### src/hdl/tvs_pkg.sv
`default_nettype none
// -----------------------------------------------------------------------------
// tvs_pkg
// Shared types and constants of the timed valve sequencer.
// -----------------------------------------------------------------------------
package tvs_pkg;

  localparam int MaxEntries = 16;
  localparam int IdxW       = $clog2(MaxEntries);
  localparam int CntW       = $clog2(MaxEntries + 1);
  localparam int PinW       = 8;
  localparam int TickW      = 16;
  localparam int CmdW       = 2;
  localparam int CfgIdxW    = 2;

  typedef enum logic [CmdW-1:0] {
    CMD_TICK   = 2'd0,
    CMD_START  = 2'd1,
    CMD_APPEND = 2'd2,
    CMD_NOP    = 2'd3
  } cmd_e;

  typedef enum logic [1:0] {
    PEND_NONE = 2'd0,
    PEND_ON   = 2'd1,
    PEND_OFF  = 2'd2
  } pend_e;

  typedef enum logic [CfgIdxW-1:0] {
    CFG_PUMP_PRESENT = 2'd0,
    CFG_PUMP_ON_DLY  = 2'd1,
    CFG_PUMP_OFF_DLY = 2'd2
  } cfg_reg_e;

  // one table entry as stored in RAM
  typedef struct packed {
    logic [PinW-1:0]  pin;
    logic [TickW-1:0] dur;
  } entry_t;

  // status carried from the update stage to the output register
  typedef struct packed {
    logic            running;
    logic            pump;
    logic [CntW-1:0] count;
  } status_t;

endpackage
`default_nettype wire

### src/hdl/tvs_ram.sv
`default_nettype none
// -----------------------------------------------------------------------------
// tvs_ram
// Generic single-write, single-read RAM with registered read data.
// -----------------------------------------------------------------------------
module tvs_ram #(
  parameter int Width = 8,
  parameter int Depth = 16
) (
  input  wire logic                     clk_i,
  input  wire logic                     we_i,
  input  wire logic [$clog2(Depth)-1:0] waddr_i,
  input  wire logic [Width-1:0]         wdata_i,
  input  wire logic [$clog2(Depth)-1:0] raddr_i,
  output logic      [Width-1:0]         rdata_o
);

  logic [Width-1:0] mem_q [Depth];

  always_ff @(posedge clk_i) begin
    if (we_i) begin
      mem_q[waddr_i] <= wdata_i;
    end
    rdata_o <= mem_q[raddr_i];  // old data on same-address write
  end

endmodule
`default_nettype wire

### src/hdl/timed_valve_sequencer_unit.sv
`default_nettype none
// -----------------------------------------------------------------------------
// timed_valve_sequencer_unit
// Opens a table of valves one after another for per-entry tick counts and
// switches an optional pump through one on/off delay timer.
// -----------------------------------------------------------------------------
//  channel  direction  handshake                 payload
//  in       sink       in_valid_i / in_ready_o   cmd_i, valve_pin_i, open_ticks_i
//  out      source     out_valid_o / out_ready_i open_pin_o, valve_open_o,
//                                                pump_running_o, busy_res_o,
//                                                entries_loaded_o
//  cfg      sink       cfg_valid_i / cfg_ready_o cfg_index_i, cfg_data_i
//
//  One transaction per cycle sustained while the output is not stalled. All
//  control state updates in the cycle a command is taken; the result is held
//  in the update stage, then in the output register, which drives out_valid_o.
//  The entry RAM is read every cycle at the next current entry, so its data is
//  ready for the following command; a same-entry append is forwarded.
//  Reset clears all control state; the table needs no clearing pass.
//  A stalled output holds one result in the update stage and one in the
//  output register; in_ready_o drops only when both are full.
// -----------------------------------------------------------------------------
module timed_valve_sequencer_unit
  import tvs_pkg::*;
(
  input  wire logic               clk_i,
  input  wire logic               rst_ni,
  // command channel
  input  wire logic               in_valid_i,
  output logic                    in_ready_o,
  input  wire logic [CmdW-1:0]    cmd_i,
  input  wire logic [PinW-1:0]    valve_pin_i,
  input  wire logic [TickW-1:0]   open_ticks_i,
  // status channel
  output logic                    out_valid_o,
  input  wire logic               out_ready_i,
  output logic      [PinW-1:0]    open_pin_o,
  output logic                    valve_open_o,
  output logic                    pump_running_o,
  output logic                    busy_res_o,
  output logic      [CntW-1:0]    entries_loaded_o,
  // configuration channel
  input  wire logic               cfg_valid_i,
  output logic                    cfg_ready_o,
  input  wire logic [CfgIdxW-1:0] cfg_index_i,
  input  wire logic [TickW-1:0]   cfg_data_i
);

  // ---------------------------------------------------------------------------
  // Configuration registers
  // ---------------------------------------------------------------------------
  logic             present_q;
  logic [TickW-1:0] on_dly_q;
  logic [TickW-1:0] off_dly_q;
  logic             cfg_acc;

  assign cfg_ready_o = 1'b1;
  assign cfg_acc     = cfg_valid_i & cfg_ready_o;

  always_ff @(posedge clk_i or negedge rst_ni) begin
    if (!rst_ni) begin
      present_q <= 1'b0;
      on_dly_q  <= '0;
      off_dly_q <= '0;
    end else if (cfg_acc) begin
      unique case (cfg_reg_e'(cfg_index_i))
        CFG_PUMP_PRESENT: present_q <= cfg_data_i[0];
        CFG_PUMP_ON_DLY:  on_dly_q  <= cfg_data_i;
        CFG_PUMP_OFF_DLY: off_dly_q <= cfg_data_i;
        default: ;  // unmapped index, write dropped
      endcase
    end
  end

  // ---------------------------------------------------------------------------
  // Control state
  // ---------------------------------------------------------------------------
  logic [CntW-1:0]  count_q,   count_d;
  logic [IdxW-1:0]  cur_q,     cur_d;
  logic [TickW-1:0] elapsed_q, elapsed_d;
  logic             running_q, running_d;
  logic [TickW-1:0] timer_q,   timer_d;
  pend_e            pend_q,    pend_d;
  logic             pump_q,    pump_d;

  logic             in_acc;
  logic             out_adv;
  logic             s1_vld_q;
  status_t          s1_q;
  logic             out_vld_q;
  status_t          out_q;
  logic [PinW-1:0]  pin_q;

  // entry RAM and same-entry forwarding
  logic             wr_en;
  entry_t           wr_data;
  entry_t           ram_rdata;
  entry_t           fwd_data_q;
  logic             fwd_vld_q;
  entry_t           cur_ent;

  assign cur_ent = fwd_vld_q ? fwd_data_q : ram_rdata;
  assign wr_data = '{pin: valve_pin_i, dur: open_ticks_i};

  tvs_ram #(
    .Width ($bits(entry_t)),
    .Depth (MaxEntries)
  ) u_entry_ram (
    .clk_i   (clk_i),
    .we_i    (wr_en),
    .waddr_i (count_q[IdxW-1:0]),
    .wdata_i (wr_data),
    .raddr_i (cur_d),
    .rdata_o (ram_rdata)
  );

  assign in_acc = in_valid_i & in_ready_o;

  // command decode and state update
  always_comb begin
    logic [TickW-1:0] tmr;
    logic [TickW-1:0] el;
    logic [CntW-1:0]  nxt;

    tmr       = timer_q;
    el        = elapsed_q;
    nxt       = '0;
    count_d   = count_q;
    cur_d     = cur_q;
    elapsed_d = elapsed_q;
    running_d = running_q;
    timer_d   = timer_q;
    pend_d    = pend_q;
    pump_d    = pump_q;
    wr_en     = 1'b0;

    if (in_acc) begin
      unique case (cmd_e'(cmd_i))
        CMD_TICK: begin
          // pump timer first
          if (pend_q != PEND_NONE) begin
            tmr     = (timer_q != '0) ? timer_q - TickW'(1) : timer_q;
            timer_d = tmr;
            if (tmr == '0) begin
              pump_d = (pend_q == PEND_ON);
              pend_d = PEND_NONE;
            end
          end
          // then the open valve
          if (running_q) begin
            el = (elapsed_q != '1) ? elapsed_q + TickW'(1) : elapsed_q;
            if (el >= cur_ent.dur) begin
              el  = '0;
              nxt = CntW'(cur_q) + CntW'(1);
              if (nxt >= count_q) begin
                cur_d     = '0;
                running_d = 1'b0;
                if (present_q) begin
                  timer_d = (off_dly_q == '0) ? TickW'(1) : off_dly_q;
                  pend_d  = PEND_OFF;
                end
              end else begin
                cur_d = nxt[IdxW-1:0];
              end
            end
            elapsed_d = el;
          end
        end
        CMD_START: begin
          if (!running_q && count_q != '0) begin
            running_d = 1'b1;
            cur_d     = '0;
            elapsed_d = '0;
            if (present_q) begin
              timer_d = (on_dly_q == '0) ? TickW'(1) : on_dly_q;
              pend_d  = PEND_ON;
            end
          end
        end
        CMD_APPEND: begin
          if (count_q < CntW'(MaxEntries)) begin
            wr_en   = 1'b1;
            count_d = count_q + CntW'(1);
          end
        end
        CMD_NOP: ;
      endcase
    end
  end

  always_ff @(posedge clk_i or negedge rst_ni) begin
    if (!rst_ni) begin
      count_q   <= '0;
      cur_q     <= '0;
      elapsed_q <= '0;
      running_q <= 1'b0;
      timer_q   <= '0;
      pend_q    <= PEND_NONE;
      pump_q    <= 1'b0;
      fwd_vld_q <= 1'b0;
    end else begin
      count_q   <= count_d;
      cur_q     <= cur_d;
      elapsed_q <= elapsed_d;
      running_q <= running_d;
      timer_q   <= timer_d;
      pend_q    <= pend_d;
      pump_q    <= pump_d;
      // RAM returns old data when written at the address being read
      fwd_vld_q <= wr_en && (count_q[IdxW-1:0] == cur_d);
    end
  end

  always_ff @(posedge clk_i) begin
    if (wr_en) begin
      fwd_data_q <= wr_data;
    end
  end

  // ---------------------------------------------------------------------------
  // Result pipeline: update stage then output register. The pin is looked up
  // when the result moves on, once the RAM shows the new current entry.
  // ---------------------------------------------------------------------------
  assign out_adv    = s1_vld_q && (!out_vld_q || out_ready_i);
  assign in_ready_o = !s1_vld_q || out_adv;

  always_ff @(posedge clk_i or negedge rst_ni) begin
    if (!rst_ni) begin
      s1_vld_q  <= 1'b0;
      out_vld_q <= 1'b0;
    end else begin
      if (in_acc) begin
        s1_vld_q <= 1'b1;
      end else if (out_adv) begin
        s1_vld_q <= 1'b0;
      end
      if (out_adv) begin
        out_vld_q <= 1'b1;
      end else if (out_ready_i) begin
        out_vld_q <= 1'b0;
      end
    end
  end

  always_ff @(posedge clk_i) begin
    if (in_acc) begin
      s1_q <= '{running: running_d, pump: pump_d, count: count_d};
    end
    if (out_adv) begin
      out_q <= s1_q;
      pin_q <= s1_q.running ? cur_ent.pin : '0;
    end
  end

  assign out_valid_o      = out_vld_q;
  assign open_pin_o       = pin_q;
  assign valve_open_o     = out_q.running;
  assign busy_res_o       = out_q.running;
  assign pump_running_o   = out_q.pump;
  assign entries_loaded_o = out_q.count;

  // ---------------------------------------------------------------------------
  // Assertions
  // ---------------------------------------------------------------------------
  a_run_needs_entries: assert property (@(posedge clk_i) disable iff (!rst_ni)
    running_q |-> (CntW'(cur_q) < count_q))
    else $error("running with current entry outside the table");

  a_count_bound: assert property (@(posedge clk_i) disable iff (!rst_ni)
    count_q <= CntW'(MaxEntries))
    else $error("entry count beyond table size");

  a_pending_timer: assert property (@(posedge clk_i) disable iff (!rst_ni)
    (pend_q != PEND_NONE) |-> (timer_q != '0))
    else $error("pump delay pending with an expired timer");

  a_idle_entry_zero: assert property (@(posedge clk_i) disable iff (!rst_ni)
    !running_q |-> (cur_q == '0) && (elapsed_q == '0 || $past(running_q)
                                      || elapsed_q == $past(elapsed_q)))
    else $error("current entry not rewound when idle");

  a_out_hold_no_accept: assert property (@(posedge clk_i) disable iff (!rst_ni)
    (s1_vld_q && out_vld_q && !out_ready_i) |-> !in_ready_o)
    else $error("command taken with both result stages full");

endmodule
`default_nettype wire
### config.mk
export PLATFORM = sky130hd
export DESIGN_NAME = timed_valve_sequencer_unit
export DESIGN_NICKNAME = d
export VERILOG_FILES = /design/src/hdl/tvs_pkg.sv /design/src/hdl/tvs_ram.sv /design/src/hdl/timed_valve_sequencer_unit.sv
export SDC_FILE = /design/constraint.sdc
export NUM_CORES = 1
export LEC_CHECK = 0
export CORE_MARGIN = 3
export CORE_UTILIZATION = 68
export CTS_CLUSTER_SIZE = 28
export DETAILED_ROUTE_END_ITERATION = 8
export DONT_BUFFER_PORTS = 1
export HOLD_SLACK_MARGIN = 0.02
export PLACE_DENSITY = 0.86
export SLEW_MARGIN = 0
export SYNTH_ARGS = -nofsm -noshare
export SYNTH_HDL_FRONTEND = slang
export SYNTH_SLANG_ARGS = --single-unit
### constraint.sdc
create_clock -name clk_i -period 10.94 [get_ports clk_i]
set_clock_uncertainty 0.05 [all_clocks]
set_input_delay 0.547 -clock clk_i [delete_from_list [all_inputs] [get_ports clk_i]]
set_output_delay 0.547 -clock clk_i [all_outputs]
set_load 0.03 [all_outputs]
==> results of run 1 <==
==> final timing paths <==
check,start,end,cells after the start,slack [ns]
max,elapsed_q[0],u_entry_ram.rdata_o[5],16,4.42
min,cmd_i[0],count_q[4],1,0.06
max reg2reg,elapsed_q[0],u_entry_ram.rdata_o[5],16,4.42
min reg2reg,s1_q[4],entries_loaded_o[4],0,0.38
max in group asynchronous,rst_ni,off_dly_q[10],2,10.02
min in group asynchronous,rst_ni,on_dly_q[5],2,0.50
==> logic make-up after synthesis <==
kind of cell | count (synthesis)
fa+ha+maj | 29
flops | 535
simple gates | 245
xor+xnor | 30
mux | 253
other cells | 1
compound gates | 224
buf+inv | 91
==> cells in the final DEF (no fill, tap or decap), types with 13 or more instances in the layout <==
cell type / instances
sky130_fd_sc_hd__o22ai_1: 102
sky130_fd_sc_hd__dlygate4sd3_1: 26
sky130_fd_sc_hd__buf_4: 24
sky130_fd_sc_hd__and3_1: 18
sky130_fd_sc_hd__dfxtp_1: 24
sky130_fd_sc_hd__mux2_2: 37
sky130_fd_sc_hd__nor2_1: 39
sky130_fd_sc_hd__dfrtp_1: 81
sky130_fd_sc_hd__nor2b_1: 14
sky130_fd_sc_hd__edfxtp_1: 430
sky130_fd_sc_hd__clkbuf_1: 19
sky130_fd_sc_hd__nand3_1: 21
sky130_fd_sc_hd__o21ai_0: 33
sky130_fd_sc_hd__xnor2_1: 24
sky130_fd_sc_hd__a21oi_1: 41
sky130_fd_sc_hd__inv_1: 21
sky130_fd_sc_hd__nor3_1: 13
sky130_fd_sc_hd__mux2i_1: 215
sky130_fd_sc_hd__clkbuf_16: 50
sky130_fd_sc_hd__or4_1: 27
sky130_fd_sc_hd__nand2_1: 43
sky130_fd_sc_hd__ha_1: 29
==> Yosys cell counts (21+ instances only) <==
cell type / number / area share
sky130_fd_sc_hd__a21oi_1: 41 / 0.0094
sky130_fd_sc_hd__ha_1: 29 / 0.017
sky130_fd_sc_hd__o21ai_0: 33 / 0.0076
sky130_fd_sc_hd__inv_1: 21 / 0.0036
sky130_fd_sc_hd__or4_1: 27 / 0.0093
sky130_fd_sc_hd__edfxtp_1: 430 / 0.59
sky130_fd_sc_hd__nand3_1: 26 / 0.0060
sky130_fd_sc_hd__mux2_2: 38 / 0.020
sky130_fd_sc_hd__dfrtp_1: 81 / 0.093
sky130_fd_sc_hd__o22ai_1: 102 / 0.029
sky130_fd_sc_hd__dfxtp_1: 24 / 0.022
sky130_fd_sc_hd__mux2i_1: 215 / 0.098
sky130_fd_sc_hd__xnor2_1: 24 / 0.0096
sky130_fd_sc_hd__nor2_1: 43 / 0.0074
sky130_fd_sc_hd__clkbuf_1: 40 / 0.0069
sky130_fd_sc_hd__nand2_1: 43 / 0.0074
==> worst max-delay path, stage by stage, from the launching register on <==
cell and delay, ns:
sky130_fd_sc_hd__dfrtp_1 0.44, sky130_fd_sc_hd__ha_1 0.27, sky130_fd_sc_hd__nand2_1 0.09, sky130_fd_sc_hd__nor3_1 0.28, sky130_fd_sc_hd__and3_1 0.34, sky130_fd_sc_hd__nand3_1 0.39
sky130_fd_sc_hd__xnor2_1 0.34, sky130_fd_sc_hd__ha_1 0.27, sky130_fd_sc_hd__nand2b_1 0.14, sky130_fd_sc_hd__a2111oi_0 0.42, sky130_fd_sc_hd__nand4bb_1 0.30, sky130_fd_sc_hd__a41o_1 0.33
sky130_fd_sc_hd__mux2_8 0.81, sky130_fd_sc_hd__buf_4 0.81, sky130_fd_sc_hd__mux2i_1 0.33, sky130_fd_sc_hd__o22ai_1 0.14, sky130_fd_sc_hd__or4_1 0.57
==> metrics by stage <==
| stage | total power (W) | area (um^2) |
|---|---|---|
| after floorplan | 0.00255 | 21900 |
| after global placement | 0.00259 | 22200 |
| after detailed placement | 0.00260 | 22200 |
| after CTS | 0.00428 | 24100 |
| after global routing | 0.00441 | 24100 |
| final | 0.00428 | 24100 |
==> sequential cells by signal, summed over array words and instances, names as in the netlist, 2 cells and up <==
signal               flops
u_entry_ram.mem_q      384
fwd_data_q              24
u_entry_ram.rdata_o     24
elapsed_q               16
off_dly_q               16
on_dly_q                16
timer_q                 16
open_pin_o               8
s1_q                     7
count_q                  5
entries_loaded_o         5
cur_q                    4
pend_q                   2
==> layer usage <==
metal,part of all wire,up-vias,track usage
li1,-,5558,-
met3,0.092,135,0.0469
met5,0.00026,-,0
met2,0.50,732,0.479
met4,0.037,2,0.123
met1,0.37,6381,0.380
==> final cells by class <==
type,instances,area share
Timing Repair Buffer,51,0.0194
Sequential cell,535,0.639
Clock buffer,74,0.0577
Clock inverter,19,0.00866
Inverter,21,0.00327
Multi-Input combinational cell,782,0.251
Tap cell,402,0.0208
==> report_power, final <==
part / switching, W / internal [W] / total (W)
registers: 0.0000790 / 0.00226 / 0.00234
logic: 0.000146 / 0.000121 / 0.000267
clock network: 0.000739 / 0.000938 / 0.00168
total: 0.000964 / 0.00332 / 0.00428
==> impl_metrics.prom, run 1 <==
# TYPE chip_impl_metric gauge
chip_impl_info{name="run_status",value="completed"} 1
chip_impl_metric{name="drt_first_iter_violations",unit=""} 1522
chip_impl_metric{name="cap_viol_max_count",unit=""} 0
chip_impl_metric{name="final-setup-viol-count",unit=""} 0
chip_impl_metric{name="antenna_found_initial",unit=""} 1
chip_impl_metric{name="synth.net_count",unit=""} 1486
chip_impl_metric{name="route.final.wire_length",unit="um"} 49200
chip_impl_info{name="critical_path_launch_point_type",value="register"} 1
chip_impl_metric{name="postCtsHoldBufs",unit=""} 27
chip_impl_metric{name="power_density",unit="nW/um^2"} 177
chip_impl_metric{name="core-area",unit="um^2"} 31600
chip_impl_metric{name="synthCells",unit=""} 1408
chip_impl_metric{name="fp-row-count",unit=""} 65
chip_impl_info{name="setup_repair_after_global_routing_missed_its_margin",value="no"} 1
chip_impl_metric{name="synth.ff_latch_count",unit=""} 535
chip_impl_metric{name="dpl.cell_count",unit=""} 1764
chip_impl_metric{name="crit_fanout",unit=""} 102
chip_impl_info{name="hold_path_class",value="input pin to register"} 1
chip_impl_metric{name="grt_max_degree",unit=""} 103
chip_impl_metric{name="final.min_clock_period",unit="ns"} 6.52
chip_impl_metric{name="die_area",unit="um^2"} 34300
chip_impl_metric{name="critical_path_arrival",unit="ns"} 6.91
chip_impl_metric{name="top_level_ports",unit=""} 68
chip_impl_metric{name="synth_compound_area_frac",unit=""} 0.0654
chip_impl_metric{name="clock_sink_count",unit=""} 535
chip_impl_metric{name="initial_cell_density_of_the_core",unit=""} 0.691
chip_impl_metric{name="first_global_vias",unit=""} 12700
chip_impl_metric{name="layout-area-overhead-vs-synth",unit="%"} 10.4
chip_impl_info{name="cts.root.buffer_cell",value="sky130_fd_sc_hd__clkbuf_16"} 1
chip_impl_metric{name="number_of_enable_flip_flop_cells_after_synthesis",unit=""} 430
chip_impl_metric{name="numPortBuffers",unit=""} 0
chip_impl_info{name="crit_type",value="register to register"} 1
chip_impl_info{name="setup.worst_path.end_class",value="register"} 1
chip_impl_metric{name="synth-warning-count",unit=""} 0
chip_impl_metric{name="ir_worst_vdd",unit="mV"} 0.157
chip_impl_metric{name="dieHeight",unit="um"} 185
chip_impl_metric{name="grt_use_total",unit=""} 0.287
chip_impl_metric{name="totalNegativeSetupSlack",unit="ns"} 0
chip_impl_metric{name="post_route_cells_drive_above_1_share",unit=""} 0.107
chip_impl_metric{name="yosysSeqAreaShare",unit=""} 0.705
chip_impl_metric{name="vias_per_cell",unit=""} 6.80
chip_impl_metric{name="finalCoreUtilization",unit=""} 0.763
chip_impl_metric{name="slew_violations",unit=""} 0
chip_impl_info{name="dominant_combinational_cell_family_by_area_after_synthesis",value="multiplexers"} 1
chip_impl_metric{name="vias",unit=""} 12800
chip_impl_metric{name="final_cells",unit=""} 1884
chip_impl_metric{name="max_freq",unit="GHz"} 0.153
chip_impl_metric{name="multiInputGateArea",unit="um^2"} 6060
chip_impl_metric{name="synth-adder-area-share",unit=""} 0.0166
chip_impl_metric{name="yosys.area_share.xor_xnor",unit=""} 0.0120
chip_impl_metric{name="worst_skew_pair.late_latency",unit="ns"} 0.59
chip_impl_metric{name="async_reset_ff_frac",unit=""} 0.151
chip_impl_metric{name="postRouteAntennaNets",unit=""} 0
chip_impl_metric{name="tightest_slew",unit="ns"} 1.23
chip_impl_metric{name="cts.htree.levels",unit=""} 2
chip_impl_metric{name="layout_setup_ws",unit="ns"} 4.42
chip_impl_metric{name="grt-ovfl-total",unit=""} 0
chip_impl_metric{name="cts_repair_resize_count",unit=""} 0
chip_impl_metric{name="antennaDiodeCount",unit=""} 0
chip_impl_metric{name="wire_length_of_the_first_global_routing_pass",unit="um"} 73700
chip_impl_metric{name="placement.setup.worst_slack",unit="ns"} 4.49
chip_impl_metric{name="place.gp.congestion",unit=""} 0.882
chip_impl_metric{name="post-cts-setup-buffer-count",unit=""} 0
chip_impl_metric{name="hold_ws",unit="ns"} 0.0574
chip_impl_metric{name="cp.required",unit="ns"} 11.33
chip_impl_metric{name="fin_nets",unit=""} 1519
chip_impl_metric{name="syn-mean-instance-area",unit="um^2"} 15.5
chip_impl_metric{name="num-fill-cells",unit=""} 1703
chip_impl_metric{name="leakagePower",unit="nW"} 7.98
chip_impl_metric{name="final.period_utilization",unit=""} 0.596
chip_impl_metric{name="hold_viol",unit=""} 0
chip_impl_metric{name="seq_area",unit="um^2"} 15400
chip_impl_metric{name="synthDistinctLibCells",unit=""} 60
chip_impl_metric{name="timing.slew.headroom",unit=""} 0.177
chip_impl_metric{name="first_pass_iters",unit=""} 6
chip_impl_metric{name="numCtsBuffers",unit=""} 50
chip_impl_metric{name="yosys.area_share.simple",unit=""} 0.0616
chip_impl_metric{name="detailedPlacementHpwl",unit="um"} 25800
chip_impl_metric{name="clk_transition_reported_paths",unit="ns"} 0.06
chip_impl_info{name="top_reg_cell_synth",value="sky130_fd_sc_hd__edfxtp_1"} 1
chip_impl_metric{name="synth.area.mux_share",unit=""} 0.118
chip_impl_metric{name="die_width",unit="um"} 185
chip_impl_info{name="tritoncts",value="done"} 1
chip_impl_metric{name="mappedNetlistArea",unit="um^2"} 21900
chip_impl_metric{name="post-route-drc-count",unit=""} 0
chip_impl_metric{name="avgRoutedWirePerCell",unit="um"} 26.1
chip_impl_metric{name="cts_max_path_buffers",unit=""} 3
Note: power is estimated with default switching activity, not from simulation.
==> run 2, diff against run 1 <==
--- a/config.mk
+++ b/config.mk
@@ -5,13 +5,14 @@
 export SDC_FILE = /design/constraint.sdc
 export NUM_CORES = 1
 export LEC_CHECK = 0
+export ABC_AREA = 1
 export CORE_MARGIN = 3
-export CORE_UTILIZATION = 68
+export CORE_UTILIZATION = 58
 export CTS_CLUSTER_SIZE = 28
 export DETAILED_ROUTE_END_ITERATION = 8
 export DONT_BUFFER_PORTS = 1
 export HOLD_SLACK_MARGIN = 0.02
-export PLACE_DENSITY = 0.86
+export PLACE_DENSITY = 0.78
 export SLEW_MARGIN = 0
 export SYNTH_ARGS = -nofsm -noshare
 export SYNTH_HDL_FRONTEND = slang
==> constraint.sdc (replaced) <==
create_clock -name clk_i -period 5.3 [get_ports clk_i]
set_clock_uncertainty 0.05 [all_clocks]
set_input_delay 0.265 -clock clk_i [delete_from_list [all_inputs] [get_ports clk_i]]
set_output_delay 0.265 -clock clk_i [all_outputs]
set_load 0.03 [all_outputs]
==> impl_metrics.prom, run 2 <==
# TYPE chip_impl_metric gauge
chip_impl_info{name="run_status",value="completed"} 1
chip_impl_metric{name="hold_ws",unit="ns"} 0.0803
chip_impl_metric{name="antenna_found_initial",unit=""} 6
chip_impl_metric{name="clockPowerShare",unit=""} 0.320
chip_impl_info{name="most_flops_register",value="u_entry_ram.mem_q"} 1
chip_impl_metric{name="seqPwrFrac",unit=""} 0.421
chip_impl_metric{name="cp.required",unit="ns"} 5.81
chip_impl_metric{name="vias_per_cell",unit=""} 5.91
chip_impl_info{name="cts.root.buffer_cell",value="sky130_fd_sc_hd__clkbuf_16"} 1
chip_impl_metric{name="leakagePower",unit="nW"} 11.2
chip_impl_metric{name="critical_path_arrival",unit="ns"} 5.32
chip_impl_metric{name="cap_viol_max_count",unit=""} 0
chip_impl_metric{name="final_cells",unit=""} 2947
chip_impl_info{name="layout_commonest_cell",value="sky130_fd_sc_hd__nand3_1"} 1
chip_impl_metric{name="final.period_utilization",unit=""} 0.906
chip_impl_info{name="top_regs",value="u_entry_ram.mem_q x384, fwd_data_q x24, u_entry_ram.rdata_o x24"} 1
chip_impl_metric{name="mappedNetlistArea",unit="um^2"} 24500
chip_impl_metric{name="avgRoutedWirePerCell",unit="um"} 21.2
chip_impl_metric{name="core-area",unit="um^2"} 41300
chip_impl_metric{name="numCtsBuffers",unit=""} 54
chip_impl_info{name="critical_path_launch_point_type",value="register"} 1
chip_impl_metric{name="max_freq",unit="GHz"} 0.208
chip_impl_info{name="setup_repair_after_global_routing_missed_its_margin",value="yes"} 1
chip_impl_metric{name="post-cts-setup-buffer-count",unit=""} 0
chip_impl_metric{name="async_reset_ff_frac",unit=""} 0.151
chip_impl_metric{name="worst_skew_pair.late_latency",unit="ns"} 0.62
chip_impl_info{name="cpMostUsedCell",value="sky130_fd_sc_hd__nand2_1"} 1
chip_impl_info{name="tritoncts",value="done"} 1
chip_impl_metric{name="final.min_clock_period",unit="ns"} 4.80
chip_impl_metric{name="post_route_cells_drive_above_1_share",unit=""} 0.0759
chip_impl_metric{name="syn-mean-instance-area",unit="um^2"} 10.5
chip_impl_metric{name="synthCells",unit=""} 2341
chip_impl_metric{name="cts_max_path_buffers",unit=""} 3
chip_impl_metric{name="top_level_ports",unit=""} 68
chip_impl_metric{name="dieHeight",unit="um"} 211
chip_impl_metric{name="postRouteAntennaNets",unit=""} 0
chip_impl_metric{name="number_of_enable_flip_flop_cells_after_synthesis",unit=""} 430
chip_impl_metric{name="power.combinational.fraction",unit=""} 0.259
chip_impl_info{name="hold_path_class",value="input pin to register"} 1
chip_impl_metric{name="hold_viol",unit=""} 0
chip_impl_info{name="netlist.top_cell.by_area",value="sky130_fd_sc_hd__edfxtp_1"} 1
chip_impl_metric{name="synthDistinctLibCells",unit=""} 53
chip_impl_metric{name="numPortBuffers",unit=""} 0
chip_impl_metric{name="timing.slew.headroom",unit=""} 0.216
chip_impl_metric{name="place.gp.congestion",unit=""} 0.896
chip_impl_metric{name="synthDominantCellAreaShare",unit=""} 0.528
chip_impl_metric{name="crit_fanout",unit=""} 63
chip_impl_metric{name="drt_first_iter_violations",unit=""} 2255
chip_impl_metric{name="cts.htree.levels",unit=""} 2
chip_impl_metric{name="die_area",unit="um^2"} 44700
chip_impl_metric{name="ir_worst_vdd",unit="mV"} 0.394
chip_impl_metric{name="first_pass_iters",unit=""} 6
chip_impl_metric{name="grt_max_degree",unit=""} 193
chip_impl_metric{name="internal_power",unit="W"} 0.00811
chip_impl_metric{name="clock_sink_count",unit=""} 535
chip_impl_metric{name="tightest_slew",unit="ns"} 1.18
chip_impl_metric{name="post-route-drc-count",unit=""} 0
chip_impl_info{name="yosys-top-cells-area",value="sky130_fd_sc_hd__edfxtp_1 (53%), sky130_fd_sc_hd__nand3_1 (8.9%), sky130_fd_sc_hd__dfrtp_1 (8.3%)"} 1
chip_impl_metric{name="slew_violations",unit=""} 0
chip_impl_info{name="most-common-layout-cells",value="sky130_fd_sc_hd__nand3_1 (434), sky130_fd_sc_hd__edfxtp_1 (430), sky130_fd_sc_hd__nand2_1 (387)"} 1
chip_impl_info{name="top_reg_cell_synth",value="sky130_fd_sc_hd__edfxtp_1"} 1
chip_impl_info{name="yosys-top-cells-count",value="sky130_fd_sc_hd__nand3_1 (434), sky130_fd_sc_hd__edfxtp_1 (430), sky130_fd_sc_hd__nand2_1 (387)"} 1
chip_impl_info{name="synthMostInstantiatedCell",value="sky130_fd_sc_hd__nand3_1"} 1
chip_impl_metric{name="netSwitchingFraction",unit=""} 0.331
chip_impl_metric{name="fp-row-count",unit=""} 74
chip_impl_metric{name="yosysSeqAreaShare",unit=""} 0.630
chip_impl_metric{name="synth.ff_latch_count",unit=""} 535
chip_impl_metric{name="grt_use_total",unit=""} 0.275
chip_impl_metric{name="first_global_vias",unit=""} 16900
chip_impl_info{name="setup.worst_path.end_class",value="register"} 1
chip_impl_metric{name="layout-area-overhead-vs-synth",unit="%"} 11.6
chip_impl_metric{name="synth-warning-count",unit=""} 0
chip_impl_metric{name="synth.net_count",unit=""} 2419
chip_impl_metric{name="clk_transition_reported_paths",unit="ns"} 0.06
chip_impl_metric{name="largest_register_ffs",unit=""} 384
chip_impl_metric{name="grt-ovfl-total",unit=""} 0
chip_impl_metric{name="totalNegativeSetupSlack",unit="ns"} 0
chip_impl_metric{name="vias",unit=""} 17400
chip_impl_metric{name="die_width",unit="um"} 211
chip_impl_metric{name="dpl.cell_count",unit=""} 2792
chip_impl_metric{name="fin_nets",unit=""} 2443
chip_impl_metric{name="detailedPlacementHpwl",unit="um"} 33500
chip_impl_info{name="worst_path_max_delay_cell",value="sky130_fd_sc_hd__buf_4"} 1
chip_impl_metric{name="wire_length_of_the_first_global_routing_pass",unit="um"} 94400
chip_impl_metric{name="power_density",unit="nW/um^2"} 444
chip_impl_metric{name="cp_slowest_stage_delay",unit="ns"} 0.69
chip_impl_metric{name="switching_power",unit="W"} 0.00402
chip_impl_metric{name="route.final.wire_length",unit="um"} 62300
chip_impl_metric{name="initial_cell_density_of_the_core",unit=""} 0.593
chip_impl_info{name="crit_type",value="register to register"} 1
chip_impl_metric{name="final-setup-viol-count",unit=""} 0
run 2: cell count changes after synthesis, sizes merged, moves of 24 or more:
| cell | delta |
|---|---|
| buf | +66 |
| inv | +351 |
| mux2 | -38 |
| mux2i | -200 |
| nand2 | +356 |
| nand3 | +409 |
| nand3b | +115 |
| nor2 | +40 |
| o21ai | +49 |
| o22ai | -91 |
| or4 | -27 |
| xnor2 | -24 |
run 2: final timing paths:
kind	from	end	slack (ns)	depth (start not counted)
setup / recovery	elapsed_q[0]	u_entry_ram.rdata_o[1]	0.50	28
hold / removal	cmd_i[1]	pend_q[0]	0.08	3
setup reg to reg	elapsed_q[0]	u_entry_ram.rdata_o[1]	0.50	28
hold reg to reg	s1_q[3]	entries_loaded_o[3]	0.37	0
max in group asynchronous	rst_ni	timer_q[9]	4.64	2
min in group asynchronous	rst_ni	s1_vld_q	0.17	2
run 2: kinds of logic (layout without fill, tap and decap cells):
group	after synthesis	in the layout	synth area share
AO/OA/AOI/OAI	155	155	0.0374
XOR/XNOR	25	25	0.00895
adder cells (fa/ha/maj)	29	29	0.0148
buffers and inverters	493	562	0.0859
flip-flops	535	535	0.630
multiplexers	15	15	0.00614
other	1	6	0.000153
AND/OR/NAND/NOR	1088	1088	0.217
run 2: cell type report:
cell class	instances	area [um^2]
timing repair buffer	86	866
fill	3076	14000
sequential	535	15400
antenna	5	12.5
multi-input combinational	1313	7100
inverter	375	1420
tap	532	666
clock buffer	71	1510
clock inverter	30	330
run 2: worst max-delay path, delay by kind of cell (launching register included):
family / cells / cell delay, ns
xor gates and xnor gates: 1 / 0.18
DFF: 1 / 0.39
buffers and inverters: 5 / 1.04
and+or+nand+nor: 19 / 2.28
AOI/OAI and AO/OA: 1 / 0.29
adders and majority gates: 2 / 0.47
run 2: per-stage QoR:
| stage | setup slack [ns] | util | power, W | area, um^2 |
|---|---|---|---|---|
| global route | -0.0328 | 0.661 | 0.0127 | 27300 |
| global placement | 0.693 | 0.604 | 0.00808 | 24900 |
| floorplan | 0.761 | - | 0.00746 | 24500 |
| detailed placement | 0.544 | 0.604 | 0.00817 | 24900 |
| CTS | 0.533 | 0.660 | 0.0121 | 27300 |
| finish | 0.499 | 0.661 | 0.0121 | 27300 |
run 2: layer usage:
layer  part of all wire  vias up  track usage
met3               0.10      187       0.0581
met2               0.46      937        0.430
li1                   -     7976            -
met5            0.00066        -            0
met1               0.40     8318        0.373
met4              0.040        6        0.128
run 2: power by group through the flow:
stage | registers (W) | clock network, W | logic [W]
after floorplan | 0.00511 | 0 | 0.00235
after global placement | 0.00518 | 0 | 0.00289
after detailed placement | 0.00519 | 0 | 0.00298
after CTS | 0.00510 | 0.00394 | 0.00309
after global routing | 0.00514 | 0.00411 | 0.00347
final | 0.00511 | 0.00388 | 0.00314
run 2: what timing repair did:
| action | 4_1_cts | 5_1_grt |
|---|---|---|
| gates resized for setup | 0 | 3 |
| endpoints found under the setup margin | 0 | 23 |
| hold buffers | 48 | 0 |
| endpoints found under the hold margin | 546 | 0 |
==> run 3, diff against run 2 <==
--- a/config.mk
+++ b/config.mk
@@ -12,6 +12,7 @@
 export DETAILED_ROUTE_END_ITERATION = 8
 export DONT_BUFFER_PORTS = 1
 export HOLD_SLACK_MARGIN = 0.02
+export MAX_ROUTING_LAYER = met4
 export PLACE_DENSITY = 0.78
 export SLEW_MARGIN = 0
 export SYNTH_ARGS = -nofsm -noshare
==> impl_metrics.prom, run 3 (synthesis gave the netlist of run 2 again) <==
# TYPE chip_impl_metric gauge
chip_impl_metric{name="totalNegativeSetupSlack",unit="ns"} 0
chip_impl_metric{name="cts.htree.levels",unit=""} 2
chip_impl_metric{name="vias",unit=""} 17500
chip_impl_metric{name="clock_sink_count",unit=""} 535
chip_impl_metric{name="antenna_found_initial",unit=""} 6
chip_impl_info{name="hold_path_class",value="input pin to register"} 1
chip_impl_metric{name="grt_max_degree",unit=""} 193
chip_impl_info{name="run_status",value="completed"} 1
chip_impl_metric{name="crit_fanout",unit=""} 50
chip_impl_metric{name="worst_skew_pair.late_latency",unit="ns"} 0.62
chip_impl_metric{name="place.gp.congestion",unit=""} 0.922
chip_impl_info{name="critical_path_launch_point_type",value="register"} 1
chip_impl_metric{name="seq_area",unit="um^2"} 15400
chip_impl_info{name="worst_r2r_startpoint",value="elapsed_q[0]"} 1
chip_impl_metric{name="die_area",unit="um^2"} 44700
chip_impl_metric{name="timing.slew.headroom",unit=""} 0.201
chip_impl_metric{name="layout_setup_ws",unit="ns"} 0.675
chip_impl_metric{name="final.period_utilization",unit=""} 0.873
chip_impl_info{name="crit_type",value="register to register"} 1
chip_impl_metric{name="power_density",unit="nW/um^2"} 441
chip_impl_metric{name="first_pass_iters",unit=""} 8
chip_impl_metric{name="tightest_slew",unit="ns"} 1.20
chip_impl_metric{name="final.min_clock_period",unit="ns"} 4.63
chip_impl_metric{name="final_cells",unit=""} 2950
chip_impl_info{name="worst_path_max_delay_cell",value="sky130_fd_sc_hd__buf_4"} 1
chip_impl_info{name="cpLargestDelayFamily",value="simple AND/OR/NAND/NOR gates"} 1
chip_impl_info{name="cpMostUsedCell",value="sky130_fd_sc_hd__nand2_1"} 1
chip_impl_metric{name="cts_max_path_buffers",unit=""} 3
chip_impl_metric{name="largest_register_ffs",unit=""} 384
chip_impl_metric{name="numCtsBuffers",unit=""} 53
chip_impl_metric{name="num-fill-cells",unit=""} 3039
chip_impl_metric{name="numPortBuffers",unit=""} 0
chip_impl_metric{name="grt-ovfl-total",unit=""} 0
chip_impl_metric{name="core-area",unit="um^2"} 41300
chip_impl_metric{name="wire_length_of_the_first_global_routing_pass",unit="um"} 95300
chip_impl_metric{name="max_freq",unit="GHz"} 0.216
chip_impl_info{name="top_regs",value="u_entry_ram.mem_q x384, fwd_data_q x24, u_entry_ram.rdata_o x24"} 1
chip_impl_metric{name="cp_slowest_stage_delay",unit="ns"} 0.60
chip_impl_metric{name="cap_viol_max_count",unit=""} 0
chip_impl_metric{name="dieHeight",unit="um"} 211
chip_impl_metric{name="worst-path-buf-inv",unit=""} 5
chip_impl_metric{name="finalInstanceArea",unit="um^2"} 27300
chip_impl_metric{name="totalPowerFinal",unit="W"} 0.0120
chip_impl_metric{name="dpl.cell_count",unit=""} 2793
chip_impl_metric{name="leakagePower",unit="nW"} 11.2
chip_impl_metric{name="clk_transition_reported_paths",unit="ns"} 0.06
chip_impl_metric{name="grt_use_total",unit=""} 0.286
chip_impl_info{name="setup_repair_after_global_routing_missed_its_margin",value="no"} 1
chip_impl_metric{name="placement.setup.worst_slack",unit="ns"} 0.443
chip_impl_metric{name="detailed_place.area",unit="um^2"} 25000
chip_impl_metric{name="die_width",unit="um"} 211
chip_impl_metric{name="post_route_cells_drive_above_1_share",unit=""} 0.0717
chip_impl_info{name="setup.worst_path.start",value="elapsed_q[0]"} 1
chip_impl_info{name="most-common-layout-cells",value="sky130_fd_sc_hd__nand3_1 (434), sky130_fd_sc_hd__edfxtp_1 (430), sky130_fd_sc_hd__nand2_1 (387)"} 1
chip_impl_metric{name="fin_nets",unit=""} 2448
chip_impl_metric{name="avgRoutedWirePerCell",unit="um"} 21.3
chip_impl_info{name="most_flops_register",value="u_entry_ram.mem_q"} 1
chip_impl_info{name="setup.worst_path.end_class",value="register"} 1
chip_impl_metric{name="route.final.wire_length",unit="um"} 62900
chip_impl_metric{name="first_global_vias",unit=""} 16800
chip_impl_metric{name="postRouteAntennaNets",unit=""} 0
chip_impl_metric{name="top_level_ports",unit=""} 68
chip_impl_metric{name="post-route-drc-count",unit=""} 0
chip_impl_metric{name="final-setup-viol-count",unit=""} 0
chip_impl_info{name="cts.root.buffer_cell",value="sky130_fd_sc_hd__clkbuf_16"} 1
chip_impl_metric{name="hold_viol",unit=""} 0
chip_impl_metric{name="drt_first_iter_violations",unit=""} 2520
chip_impl_metric{name="ir_worst_vdd",unit="mV"} 0.310
chip_impl_metric{name="layout-area-overhead-vs-synth",unit="%"} 11.4
chip_impl_info{name="timing.hold.worst.start",value="cmd_i[1]"} 1
chip_impl_metric{name="fp-row-count",unit=""} 74
chip_impl_metric{name="initial_cell_density_of_the_core",unit=""} 0.593
chip_impl_info{name="layout_commonest_cell",value="sky130_fd_sc_hd__nand3_1"} 1
chip_impl_metric{name="critical_path_arrival",unit="ns"} 5.07
chip_impl_metric{name="slew_violations",unit=""} 0
chip_impl_metric{name="vias_per_cell",unit=""} 5.94
chip_impl_metric{name="detailedPlacementHpwl",unit="um"} 34700
chip_impl_info{name="tritoncts",value="done"} 1
chip_impl_metric{name="cp.required",unit="ns"} 5.74
chip_impl_metric{name="multiInputGateArea",unit="um^2"} 7130
-- run 3: cell count changes in the layout (fill, tap and decap cells not counted) --
cell                         change
sky130_fd_sc_hd__clkinvlp_4      -1
sky130_fd_sc_hd__clkinv_4        -2
sky130_fd_sc_hd__nand2_4         +3
sky130_fd_sc_hd__buf_12          +5
sky130_fd_sc_hd__buf_4           -1
sky130_fd_sc_hd__clkinv_1        +3
sky130_fd_sc_hd__bufinv_16       -2
sky130_fd_sc_hd__clkbuf_8        -1
sky130_fd_sc_hd__inv_16          -1
sky130_fd_sc_hd__clkinv_2        -8
sky130_fd_sc_hd__inv_4           +1
sky130_fd_sc_hd__clkbuf_1       +10
sky130_fd_sc_hd__clkbuf_16       -2
sky130_fd_sc_hd__buf_16          -1
-- run 3: area by class of cell --
class | instances | area share
Antenna cell | 5 | 0.000459
Clock inverter | 20 | 0.00753
Sequential cell | 535 | 0.566
Multi-Input combinational cell | 1316 | 0.262
Tap cell | 532 | 0.0244
Timing Repair Buffer | 89 | 0.0341
Clock buffer | 78 | 0.0543
Inverter | 375 | 0.0518
-- run 3: routing by layer --
metal / global-route usage / vias to the layer above / share of wire
met2: 0.438 / 984 / 0.47
li1: - / 8007 / -
met3: 0.0476 / 166 / 0.099
met4: 0.0988 / 0 / 0.033
met5: - / - / 0
met1: 0.396 / 8363 / 0.40
-- run 3: worst min-delay path: cells and delay by family --
| family | cells | cell delay [ns] |
|---|---|---|
| AO/OA/AOI/OAI | 1 | 0.08 |
| AND/OR/NAND/NOR | 2 | 0.31 |
-- run 3: through the flow --
step	hold slack, ns	util
5_1_grt	0.102	0.660
6_report	0.0713	0.660
4_1_cts	0.0400	0.658
2_1_floorplan	-0.0806	-
3_5_place_dp	-0.0772	0.605
3_3_place_gp	-0.0779	0.605
-- run 3: where the power goes --
group | total, W | internal [W] | switching [W]
registers | 0.00511 | 0.00484 | 0.000269
clock network | 0.00366 | 0.00208 | 0.00158
logic | 0.00324 | 0.00104 | 0.00220
total | 0.0120 | 0.00797 | 0.00405
-- run 3: worst paths after layout --
| check | endpoint | depth (start not counted) | slack [ns] |
|---|---|---|---|
| worst max-delay path | u_entry_ram.rdata_o[17] | 27 | 0.67 |
| worst min-delay path | pend_q[0] | 3 | 0.07 |
| worst max register to register | u_entry_ram.rdata_o[17] | 27 | 0.67 |
| worst min register to register | entries_loaded_o[1] | 0 | 0.37 |
| max in group asynchronous | off_dly_q[14] | 2 | 4.65 |
| min in group asynchronous | count_q[4] | 2 | 0.18 |
-- run 3: repair_timing --
action / in CTS / in global routing
setup buffers: 0 / 2
hold buffers: 48 / 0
hold endpoints to repair: 555 / 0
setup endpoints to repair: 0 / 19
resized for setup: 0 / 1
